==> src/sv/yfd_pkg.sv <==
// Package for the YUYV frame decimator: field widths, register indexes,
// reset values and dimension limits.
// Used by yfd_div.sv and yuyv_frame_decimator.sv; depends on nothing.
package yfd_pkg;

  // Dimension registers and derived skips are 13 bits wide.
  localparam int unsigned DimW    = 13;
  // Largest dimension that a register can hold after saturation.
  localparam int unsigned MaxDim  = 4096;
  // Counter width for the iterative divider (counts DimW down to zero).
  localparam int unsigned DivCntW = $clog2(DimW + 1);

  // Configuration port.
  localparam int unsigned CfgIdxW = 3;
  localparam logic [CfgIdxW-1:0] RegCameraWidth   = 3'd0;
  localparam logic [CfgIdxW-1:0] RegCameraHeight  = 3'd1;
  localparam logic [CfgIdxW-1:0] RegPreviewWidth  = 3'd2;
  localparam logic [CfgIdxW-1:0] RegPreviewHeight = 3'd3;

  // Register reset values and the skips they imply.
  localparam logic [DimW-1:0] CameraWidthReset   = 13'd640;
  localparam logic [DimW-1:0] CameraHeightReset  = 13'd480;
  localparam logic [DimW-1:0] PreviewWidthReset  = 13'd320;
  localparam logic [DimW-1:0] PreviewHeightReset = 13'd240;
  localparam logic [DimW-1:0] HorizSkipReset     = 13'd2;
  localparam logic [DimW-1:0] VertSkipReset      = 13'd1 + 13'd1;

  // Stream payload widths.
  localparam int unsigned PixW    = 32;
  localparam int unsigned RowW    = 12;
  localparam int unsigned ColW    = 11;
  localparam int unsigned OutDataW = 56;

endpackage

==> src/sv/yfd_div.sv <==
// Iterative restoring divider for the decimator's skip factors,
// one quotient bit per clock.
// Depends on yfd_pkg.
module yfd_div (
  input  logic                     clk_i,
  input  logic                     rst_ni,
  input  logic                     start_i,
  input  logic [yfd_pkg::DimW-1:0] dividend_i,
  input  logic [yfd_pkg::DimW-1:0] divisor_i,
  output logic                     busy_o,
  output logic                     done_o,
  output logic [yfd_pkg::DimW-1:0] quotient_o
);
  import yfd_pkg::*;

  logic [DimW-1:0]    rem_q, rem_d;
  logic [DimW-1:0]    dvd_q, dvd_d;
  logic [DimW-1:0]    dsr_q, dsr_d;
  logic [DivCntW-1:0] cnt_q, cnt_d;
  logic               busy_q, busy_d;
  logic               done_q, done_d;
  logic [DimW:0]      shifted;
  logic [DimW:0]      trial;
  logic               fits;

  // One restoring step: shift in the next dividend bit and try a subtract.
  always_comb begin
    shifted = {rem_q, dvd_q[DimW-1]};
    trial   = shifted - {1'b0, dsr_q};
    fits    = shifted >= {1'b0, dsr_q};
  end

  // Step sequencing.
  always_comb begin
    rem_d  = rem_q;
    dvd_d  = dvd_q;
    dsr_d  = dsr_q;
    cnt_d  = cnt_q;
    busy_d = busy_q;
    done_d = 1'b0;
    if (start_i) begin
      rem_d  = '0;
      dvd_d  = dividend_i;
      dsr_d  = divisor_i;
      cnt_d  = DivCntW'(DimW);
      busy_d = 1'b1;
    end else if (busy_q) begin
      rem_d = fits ? trial[DimW-1:0] : shifted[DimW-1:0];
      dvd_d = {dvd_q[DimW-2:0], fits};
      cnt_d = cnt_q - DivCntW'(1);
      if (cnt_q == DivCntW'(1)) begin
        busy_d = 1'b0;
        done_d = 1'b1;
      end
    end
  end

  // Control state is reset; the datapath is not.
  always_ff @(posedge clk_i or negedge rst_ni) begin
    if (!rst_ni) begin
      cnt_q  <= '0;
      busy_q <= 1'b0;
      done_q <= 1'b0;
    end else begin
      cnt_q  <= cnt_d;
      busy_q <= busy_d;
      done_q <= done_d;
    end
  end

  always_ff @(posedge clk_i) begin
    rem_q <= rem_d;
    dvd_q <= dvd_d;
    dsr_q <= dsr_d;
  end

  assign busy_o     = busy_q;
  assign done_o     = done_q;
  assign quotient_o = dvd_q;

endmodule

==> src/sv/yuyv_frame_decimator.sv <==
// Top level of the YUYV frame decimator: register file, skip derivation,
// frame position counters and the output register.
// Depends on yfd_pkg and yfd_div.
//
// The decimator takes a YUYV frame in raster order, one 32-bit macropixel
// per beat, with tuser marking the first beat of a frame, and forwards the
// macropixels that land in the preview overlay together with their overlay
// line and macropixel column. Once the skip factors are settled it accepts
// one beat per clock while the output is not stalled, and a beat's result
// is presented in the cycle after it is accepted; the output register lets
// a new beat in while a result is still being taken. After every write to
// a dimension register the two skip factors are recomputed by a pair of
// bit-serial dividers, and the input stalls through the start, the divide
// steps and the update; writes are meant to be made between frames. After
// reset the skips hold the values for the reset dimensions; no stall occurs.
module yuyv_frame_decimator (
  input  logic                        clk_i,
  input  logic                        rst_ni,
  // Configuration write port.
  input  logic                        cfg_we_i,
  input  logic [yfd_pkg::CfgIdxW-1:0] cfg_index_i,
  input  logic [yfd_pkg::DimW-1:0]    cfg_wdata_i,
  // Input stream.
  input  logic                        s_axis_tvalid,
  output logic                        s_axis_tready,
  // tdata: [31:0] macropixel_in (Y0 U Y1 V, Y0 lowest)
  input  logic [yfd_pkg::PixW-1:0]    s_axis_tdata,
  // tuser: [0] frame_start
  input  logic                        s_axis_tuser,
  // Output stream.
  output logic                        m_axis_tvalid,
  input  logic                        m_axis_tready,
  // tdata: [31:0] macropixel_out, [43:32] out_row, [54:44] out_column, [55] zero
  output logic [yfd_pkg::OutDataW-1:0] m_axis_tdata
);
  import yfd_pkg::*;

  localparam logic [DimW-1:0] MaxDimV = DimW'(MaxDim);

  // Dimension registers.
  logic [DimW-1:0] cam_w_q, cam_h_q, prev_w_q, prev_h_q;
  logic [DimW-1:0] cfg_val;
  logic            cfg_hit;

  // Skip factors and divider control.
  logic [DimW-1:0] horiz_skip_q, vert_skip_q;
  logic            start_q;
  logic            h_busy, v_busy, h_done, v_done;
  logic [DimW-1:0] h_quot, v_quot;
  logic [DimW:0]   ceil_sum;
  logic            h_mode_cfg, v_mode_cfg;
  logic            dividing;

  // Frame position state.
  logic [ColW-1:0]   in_col_q;
  logic [DimW-1:0]   in_row_q;
  logic [DimW-2:0]   row_ph_q, col_ph_q;
  logic [DimW-1:0]   dst_row_q;
  logic [DimW-2:0]   dst_col_q;

  // Output register.
  logic            out_valid_q;
  logic [PixW-1:0] out_pix_q;
  logic [RowW-1:0] out_row_q;
  logic [ColW-1:0] out_col_q;

  // Step logic.
  logic            s_accept;
  logic            fs;
  logic [ColW-1:0] in_col;
  logic [DimW-1:0] in_row;
  logic [DimW-2:0] row_ph, col_ph;
  logic [DimW-1:0] dst_row;
  logic [DimW-2:0] dst_col;
  logic [ColW:0]   line_mp, crop_mp, prev_mp;
  logic [DimW-1:0] min_w;
  logic            horiz_mode;
  logic            row_ok, col_ok, keep;
  logic [ColW-1:0] col_sel;
  logic [DimW-1:0] col_ph_inc, row_ph_inc;
  logic [ColW:0]   in_col_inc;
  logic            line_end;
  logic [ColW-1:0] in_col_nx;
  logic [DimW-1:0] in_row_nx;
  logic [DimW-2:0] row_ph_nx, col_ph_nx;
  logic [DimW-1:0] dst_row_nx;
  logic [DimW-2:0] dst_col_nx;

  // Saturate written values to the largest supported dimension.
  assign cfg_val = (cfg_wdata_i > MaxDimV) ? MaxDimV : cfg_wdata_i;
  assign cfg_hit = cfg_we_i && (cfg_index_i == RegCameraWidth ||
                                cfg_index_i == RegCameraHeight ||
                                cfg_index_i == RegPreviewWidth ||
                                cfg_index_i == RegPreviewHeight);

  always_ff @(posedge clk_i or negedge rst_ni) begin
    if (!rst_ni) begin
      cam_w_q  <= CameraWidthReset;
      cam_h_q  <= CameraHeightReset;
      prev_w_q <= PreviewWidthReset;
      prev_h_q <= PreviewHeightReset;
    end else if (cfg_we_i) begin
      case (cfg_index_i)
        RegCameraWidth:   cam_w_q  <= cfg_val;
        RegCameraHeight:  cam_h_q  <= cfg_val;
        RegPreviewWidth:  prev_w_q <= cfg_val;
        RegPreviewHeight: prev_h_q <= cfg_val;
        default: ;
      endcase
    end
  end

  // Skip derivation: horizontal is a plain quotient, vertical a ceiling.
  assign ceil_sum   = {1'b0, cam_h_q} + {1'b0, prev_h_q} - (DimW+1)'(1);
  assign h_mode_cfg = (prev_w_q != '0) && ({prev_w_q, 1'b0} <= {1'b0, cam_w_q});
  assign v_mode_cfg = (prev_h_q != '0) && (prev_h_q < cam_h_q);

  yfd_div u_div_h (
    .clk_i      (clk_i),
    .rst_ni     (rst_ni),
    .start_i    (start_q),
    .dividend_i (cam_w_q),
    .divisor_i  (prev_w_q),
    .busy_o     (h_busy),
    .done_o     (h_done),
    .quotient_o (h_quot)
  );

  yfd_div u_div_v (
    .clk_i      (clk_i),
    .rst_ni     (rst_ni),
    .start_i    (start_q),
    .dividend_i (ceil_sum[DimW-1:0]),
    .divisor_i  (prev_h_q),
    .busy_o     (v_busy),
    .done_o     (v_done),
    .quotient_o (v_quot)
  );

  assign dividing = start_q || h_busy || v_busy || h_done;

  always_ff @(posedge clk_i or negedge rst_ni) begin
    if (!rst_ni) begin
      start_q      <= 1'b0;
      horiz_skip_q <= HorizSkipReset;
      vert_skip_q  <= VertSkipReset;
    end else begin
      start_q <= cfg_hit;
      if (h_done && v_done) begin
        horiz_skip_q <= h_mode_cfg ? h_quot : '0;
        vert_skip_q  <= v_mode_cfg ? v_quot : DimW'(1);
      end
    end
  end

  // Handshake: input is held off while dividing; the output register frees up when its beat is taken.
  assign s_axis_tready = !dividing && (!out_valid_q || m_axis_tready);
  assign s_accept      = s_axis_tvalid && s_axis_tready;

  // Position as seen by this beat; a frame start clears it first.
  always_comb begin
    fs      = s_axis_tuser;
    in_col  = fs ? '0 : in_col_q;
    in_row  = fs ? '0 : in_row_q;
    row_ph  = fs ? '0 : row_ph_q;
    col_ph  = fs ? '0 : col_ph_q;
    dst_row = fs ? '0 : dst_row_q;
    dst_col = fs ? '0 : dst_col_q;
  end

  // Keep decision for this beat.
  always_comb begin
    line_mp    = (cam_w_q[DimW-1:1] == '0) ? (ColW+1)'(1) : cam_w_q[DimW-1:1];
    min_w      = (prev_w_q < cam_w_q) ? prev_w_q : cam_w_q;
    crop_mp    = min_w[DimW-1:1];
    prev_mp    = prev_w_q[DimW-1:1];
    horiz_mode = horiz_skip_q != '0;
    row_ok     = (in_row < cam_h_q) && (row_ph == '0) && (dst_row < prev_h_q);
    if (horiz_mode) begin
      col_ok  = (col_ph == '0) && (dst_col < prev_mp);
      col_sel = dst_col[ColW-1:0];
    end else begin
      col_ok  = {1'b0, in_col} < crop_mp;
      col_sel = in_col;
    end
    keep = row_ok && col_ok;
  end

  // Advance the position counters.
  always_comb begin
    col_ph_inc = {1'b0, col_ph} + DimW'(1);
    row_ph_inc = {1'b0, row_ph} + DimW'(1);
    in_col_inc = {1'b0, in_col} + (ColW+1)'(1);
    line_end   = in_col_inc >= line_mp;

    dst_col_nx = dst_col;
    col_ph_nx  = col_ph;
    if (horiz_mode) begin
      if (col_ph == '0 && {1'b0, dst_col} < MaxDimV) begin
        dst_col_nx = dst_col + (DimW-1)'(1);
      end
      col_ph_nx = (col_ph_inc >= horiz_skip_q) ? '0 : col_ph_inc[DimW-2:0];
    end

    in_col_nx  = in_col_inc[ColW-1:0];
    in_row_nx  = in_row;
    row_ph_nx  = row_ph;
    dst_row_nx = dst_row;
    if (line_end) begin
      in_col_nx  = '0;
      col_ph_nx  = '0;
      dst_col_nx = '0;
      if (in_row < cam_h_q) begin
        if (row_ph == '0 && dst_row < MaxDimV) begin
          dst_row_nx = dst_row + DimW'(1);
        end
        row_ph_nx = (row_ph_inc >= vert_skip_q) ? '0 : row_ph_inc[DimW-2:0];
        in_row_nx = in_row + DimW'(1);
      end
    end
  end

  // Position state and output valid.
  always_ff @(posedge clk_i or negedge rst_ni) begin
    if (!rst_ni) begin
      in_col_q    <= '0;
      in_row_q    <= '0;
      row_ph_q    <= '0;
      col_ph_q    <= '0;
      dst_row_q   <= '0;
      dst_col_q   <= '0;
      out_valid_q <= 1'b0;
    end else begin
      if (s_accept) begin
        in_col_q    <= in_col_nx;
        in_row_q    <= in_row_nx;
        row_ph_q    <= row_ph_nx;
        col_ph_q    <= col_ph_nx;
        dst_row_q   <= dst_row_nx;
        dst_col_q   <= dst_col_nx;
        out_valid_q <= keep;
      end else if (m_axis_tready) begin
        out_valid_q <= 1'b0;
      end
    end
  end

  // Result payload.
  always_ff @(posedge clk_i) begin
    if (s_accept) begin
      out_pix_q <= s_axis_tdata;
      out_row_q <= dst_row[RowW-1:0];
      out_col_q <= col_sel;
    end
  end

  assign m_axis_tvalid = out_valid_q;
  assign m_axis_tdata  = {1'b0, out_col_q, out_row_q, out_pix_q};

  // No beat enters while the skip factors are being recomputed.
  a_no_accept_while_dividing: assert property (
    @(posedge clk_i) disable iff (!rst_ni) dividing |-> !s_axis_tready)
    else $error("input accepted while skips are being recomputed");

  // A held result blocks the input.
  a_stall_blocks_input: assert property (
    @(posedge clk_i) disable iff (!rst_ni)
    (out_valid_q && !m_axis_tready) |-> !s_axis_tready)
    else $error("input accepted while the output register is full");

  // A kept beat shows up at the output in the next cycle.
  a_keep_reaches_output: assert property (
    @(posedge clk_i) disable iff (!rst_ni) (s_accept && keep) |=> m_axis_tvalid)
    else $error("kept beat did not reach the output register");

  // The vertical period is never zero.
  a_vert_skip_nonzero: assert property (
    @(posedge clk_i) disable iff (!rst_ni) vert_skip_q != '0)
    else $error("vertical skip became zero");

endmodule
==> config.mk <==
export PLATFORM = sky130hd
export DESIGN_NAME = yuyv_frame_decimator
export DESIGN_NICKNAME = d
export VERILOG_FILES = /design/src/sv/yfd_pkg.sv /design/src/sv/yfd_div.sv /design/src/sv/yuyv_frame_decimator.sv
export SDC_FILE = /design/constraint.sdc
export NUM_CORES = 1
export LEC_CHECK = 0
export ABC_AREA = 1
export BUFFER_PORTS_ARGS = -buffer_cell sky130_fd_sc_hd__buf_4
export CAP_MARGIN = 5
export CORE_ASPECT_RATIO = 1.2
export CORE_UTILIZATION = 41
export CTS_CLUSTER_DIAMETER = 50
export DETAILED_ROUTE_END_ITERATION = 10
export PLACE_DENSITY = 0.64
export SLEW_MARGIN = 20
export SYNTH_ARGS = -nofsm -noshare
export SYNTH_HDL_FRONTEND = slang
export SYNTH_HIERARCHICAL = 1
export SYNTH_SLANG_ARGS = --single-unit
==> constraint.sdc <==
create_clock -name clk_i -period 3.35 [get_ports clk_i]
set_input_delay 0.5025 -clock clk_i [delete_from_list [all_inputs] [get_ports clk_i]]
set_output_delay 0.5025 -clock clk_i [all_outputs]
set_load 0.03 [all_outputs]
==> flow_summary.json <==
{
  "drt-initial-drc-count": 955,
  "core_area_sq_mm": 0.0459,
  "worst_pin_slew_ps": 1090,
  "synth_fp_nets": 2618,
  "grt_max_degree": 87,
  "synth.area.mux_share_pct": 0.0524,
  "dp_slack_ps": -357,
  "fin_util_pct": 49.8,
  "vdd_drop_max_v": 0.000428,
  "outcome": "finished, violations left",
  "postSynthAreaPerCell_sq_um": 8.02,
  "tns_ps": 0,
  "tritoncts": "built",
  "min_period_ps": 3280,
  "io_buffer_count": 110,
  "drt_pass1_iterations": 5,
  "htree_levels": 2,
  "synthXorXnorAreaFrac_pct": 3.39,
  "die_height_microns": 238,
  "start_kind": "flip-flop",
  "grt_pass1_wl_mm": 81.6,
  "drive_gt1_share_pct": 16.1,
  "finalMaxSlewViolations": 0,
  "synth_cell_type_count": 60,
  "violations": "hold timing",
  "cp-end-kind": "flip-flop",
  "grt_pass1_vias": 16416,
  "seq_area_frac_synth_pct": 41.3,
  "floorplan.rows": 86,
  "synth_warnings": 6,
  "ant_nets": 0,
  "p_leak_nw": 11.3,
  "relSlewSlack_pct": 27.3,
  "track_usage_pct": 21.7,
  "dp.cells": 3145,
  "finalCritPeriodShare_pct": 97.9,
  "synth_top_family_by_area": "simple AND/OR/NAND/NOR gates",
  "ys_ff_latch": 298,
  "gp_congestion": 0.932,
  "crit_required_ps": 3780,
  "synth-edff-count": 107,
  "synth-simple-area-share_pct": 24.4,
  "synth-compound-area-share_pct": 8.86,
  "netlist_instances": 2380,
  "numCtsBuffers": 40,
  "critPathMaxFanout": 6,
  "crit_type": "flip-flop to flip-flop",
  "cts_sinks": 298,
  "setup_slack_ps": 71.4,
  "clk_pin_slew_worst_paths_ps": 60,
  "die_w_microns": 199,
  "antenna_cells": 0,
  "cts_max_path_buffers": 3,
  "synth_area_leaders": "dfrtp_1 (20%), edfxtp_1 (17%), ha_1 (12%)",
  "async_flop_share_pct": 55.4,
  "yosys.area.top_type_share_pct": 19.8,
  "area_delta_synth_final_pct": 19.7,
  "whs_ps": -30.3,
  "hold_viol_final": 6,
  "overflow": 0,
  "power_density_mw_per_mm2": 745,
  "fin_nets": 2816,
  "dp.final_hpwl_mm": 37.6,
  "yosysMostFrequentCell": "nand2_1",
  "initial_core_util_pct": 41.6,
  "rsz0062_at_grt": "true",
  "synth_adder_area_share_pct": 12.2,
  "fin_cells": 3226,
  "drv_cap": 0,
  "clock_skew_ps": 21.3,
  "drc": 0,
  "nFillCells": 4376,
  "routed_via_density": 5.10,
  "synth_top_area_cell": "dfrtp_1",
  "cp.arrival_ps": 3710,
  "die_area_sq_mm": 0.0475,
  "synth_flop_cell": "dfrtp_1",
  "clock_latency_ps": 570,
  "vias": 16459,
  "syn_area_sq_mm": 0.0191,
  "min_path_type": "primary input to asynchronous set/reset pin",
  "cts-root-buf": "clkbuf_16",
  "synthTopCellsByCount": "nand2_1 (568), inv_1 (401), ha_1 (181)",
  "post_drt_wl_per_cell_microns": 15.6,
  "ios": 112,
  "antenna_found_initial": 0,
  "wirelength_mm": 50.4,
  "setup_viol": 0,
  "fmax_mhz": 305
}
kinds of logic (layout without fill, tap and decap cells):
family,after synthesis,count (layout)
other,1,1
DFF,298,298
AOI/OAI and AO/OA,312,312
and+or+nand+nor,1030,1031
buffers and inverters,481,710
xor gates and xnor gates,73,73
muxes,1,1
adders and majority gates,184,184
state kept, by name, summed over array words and instances, names as in the netlist, 4 cells and up:
register / cells
cam_h_q: 13
cam_w_q: 13
col_ph_q: 12
dst_col_q: 12
dst_row_q: 13
horiz_skip_q: 13
in_col_q: 11
in_row_q: 13
out_col_q: 11
out_pix_q: 32
out_row_q: 12
prev_h_q: 13
prev_w_q: 13
row_ph_q: 12
u_div_h/cnt_q: 4
u_div_h/dsr_q: 13
u_div_h/quotient_o: 13
u_div_h/rem_q: 13
u_div_v/cnt_q: 4
u_div_v/dsr_q: 13
u_div_v/quotient_o: 13
u_div_v/rem_q: 13
vert_skip_q: 13
through the flow:
step	instance area (sq um)	total power [mW]	hold slack (ps)
3_3_place_gp	21300	12.2	460
3_5_place_dp	21300	12.4	462
4_1_cts	22700	17.0	7.94
6_report	22900	17.0	-30.3
2_1_floorplan	19200	10.3	207
5_1_grt	22900	18.4	55.0
final timing paths:
check                           depth (start not counted)         startpoint  slack, ps                 to
worst max-delay path                                   23        in_col_q[1]         70        in_row_q[6]
worst min-delay path                                    1             rst_ni        -30        in_col_q[6]
worst max register to register                         23        in_col_q[1]         70        in_row_q[6]
worst min register to register                          2  u_div_v/rem_q[11]        470  u_div_v/rem_q[11]
max in group asynchronous                               2             rst_ni       2350        in_row_q[6]
min in group clk_i                                      1    s_axis_tdata[3]        110       out_pix_q[3]
area by class of cell:
type | instances | area (sq um) | area share [%]
Timing Repair Buffer | 220 | 1720 | 7.51
Tap cell | 616 | 771 | 3.37
Sequential cell | 298 | 7880 | 34.5
Timing Repair inverter | 1 | 6.26 | 0.0274
Clock buffer | 53 | 1140 | 5.00
Multi-Input combinational cell | 1602 | 9530 | 41.7
Clock inverter | 21 | 241 | 1.06
Inverter | 415 | 1570 | 6.86
cells in the final DEF, fill, tap and decap left out, drive strengths merged, types with 2 or more instances in the layout:
cell type / count
a22oi: 4
clkinv: 13
xnor2: 22
o21bai: 3
nor4: 14
nand2: 592
nand4: 73
a31oi: 2
dfrtp: 151
a21oi: 91
o221ai: 3
a21o: 2
nand3: 144
or2: 2
nor3: 26
o211ai: 2
nor2: 174
o22ai: 29
bufinv: 3
a211oi: 3
fa: 3
dfxtp: 26
buf: 220
ha: 181
xor2: 51
o21ai: 166
inv: 421
nand3b: 5
clkbuf: 53
edfxtp: 107
dfstp: 14
o31ai: 3
power breakdown:
part           total (mW)  switching [mW]  internal (mW)
clock network        4.42            1.73           2.68
registers            5.24           0.544           4.69
logic                7.37            4.56           2.81
metal layers:
layer / part of all wire (%) / vias to the layer above / track usage [%]
li1: - / 8157 / -
met1: 43 / 7834 / 26.4
met2: 50 / 366 / 38.3
met3: 3.9 / 102 / 2.57
met4: 3.5 / 0 / 9.37
met5: 0 / - / 0
worst max-delay path, stage by stage (launching register included):
cell and delay, ps:
dfrtp_1 340, inv_2 50, nor2_4 80, ha_2 170, inv_2 50, nor2_4 110, nand2_2 90, nor2_4 110
nand3_2 80, nor2_1 100, nand2_1 70, nor2_1 130, xor2_1 240, inv_1 110, ha_4 280, nand2_4 50
nor2_4 120, nand3b_1 140, nand3_4 170, nand2_8 100, nor2_4 160, buf_4 170, nand2_1 60, xor2_1 150
repair_timing:
item	CTS	global route
buffers inserted	0	5
hold buffers	0	0
cloned	1	1
endpoints found under the hold margin	0	0
endpoints found under the setup margin	13	74
pin swaps	1	17
gates resized for setup	2	35
Power figures use the tool's default switching activity.
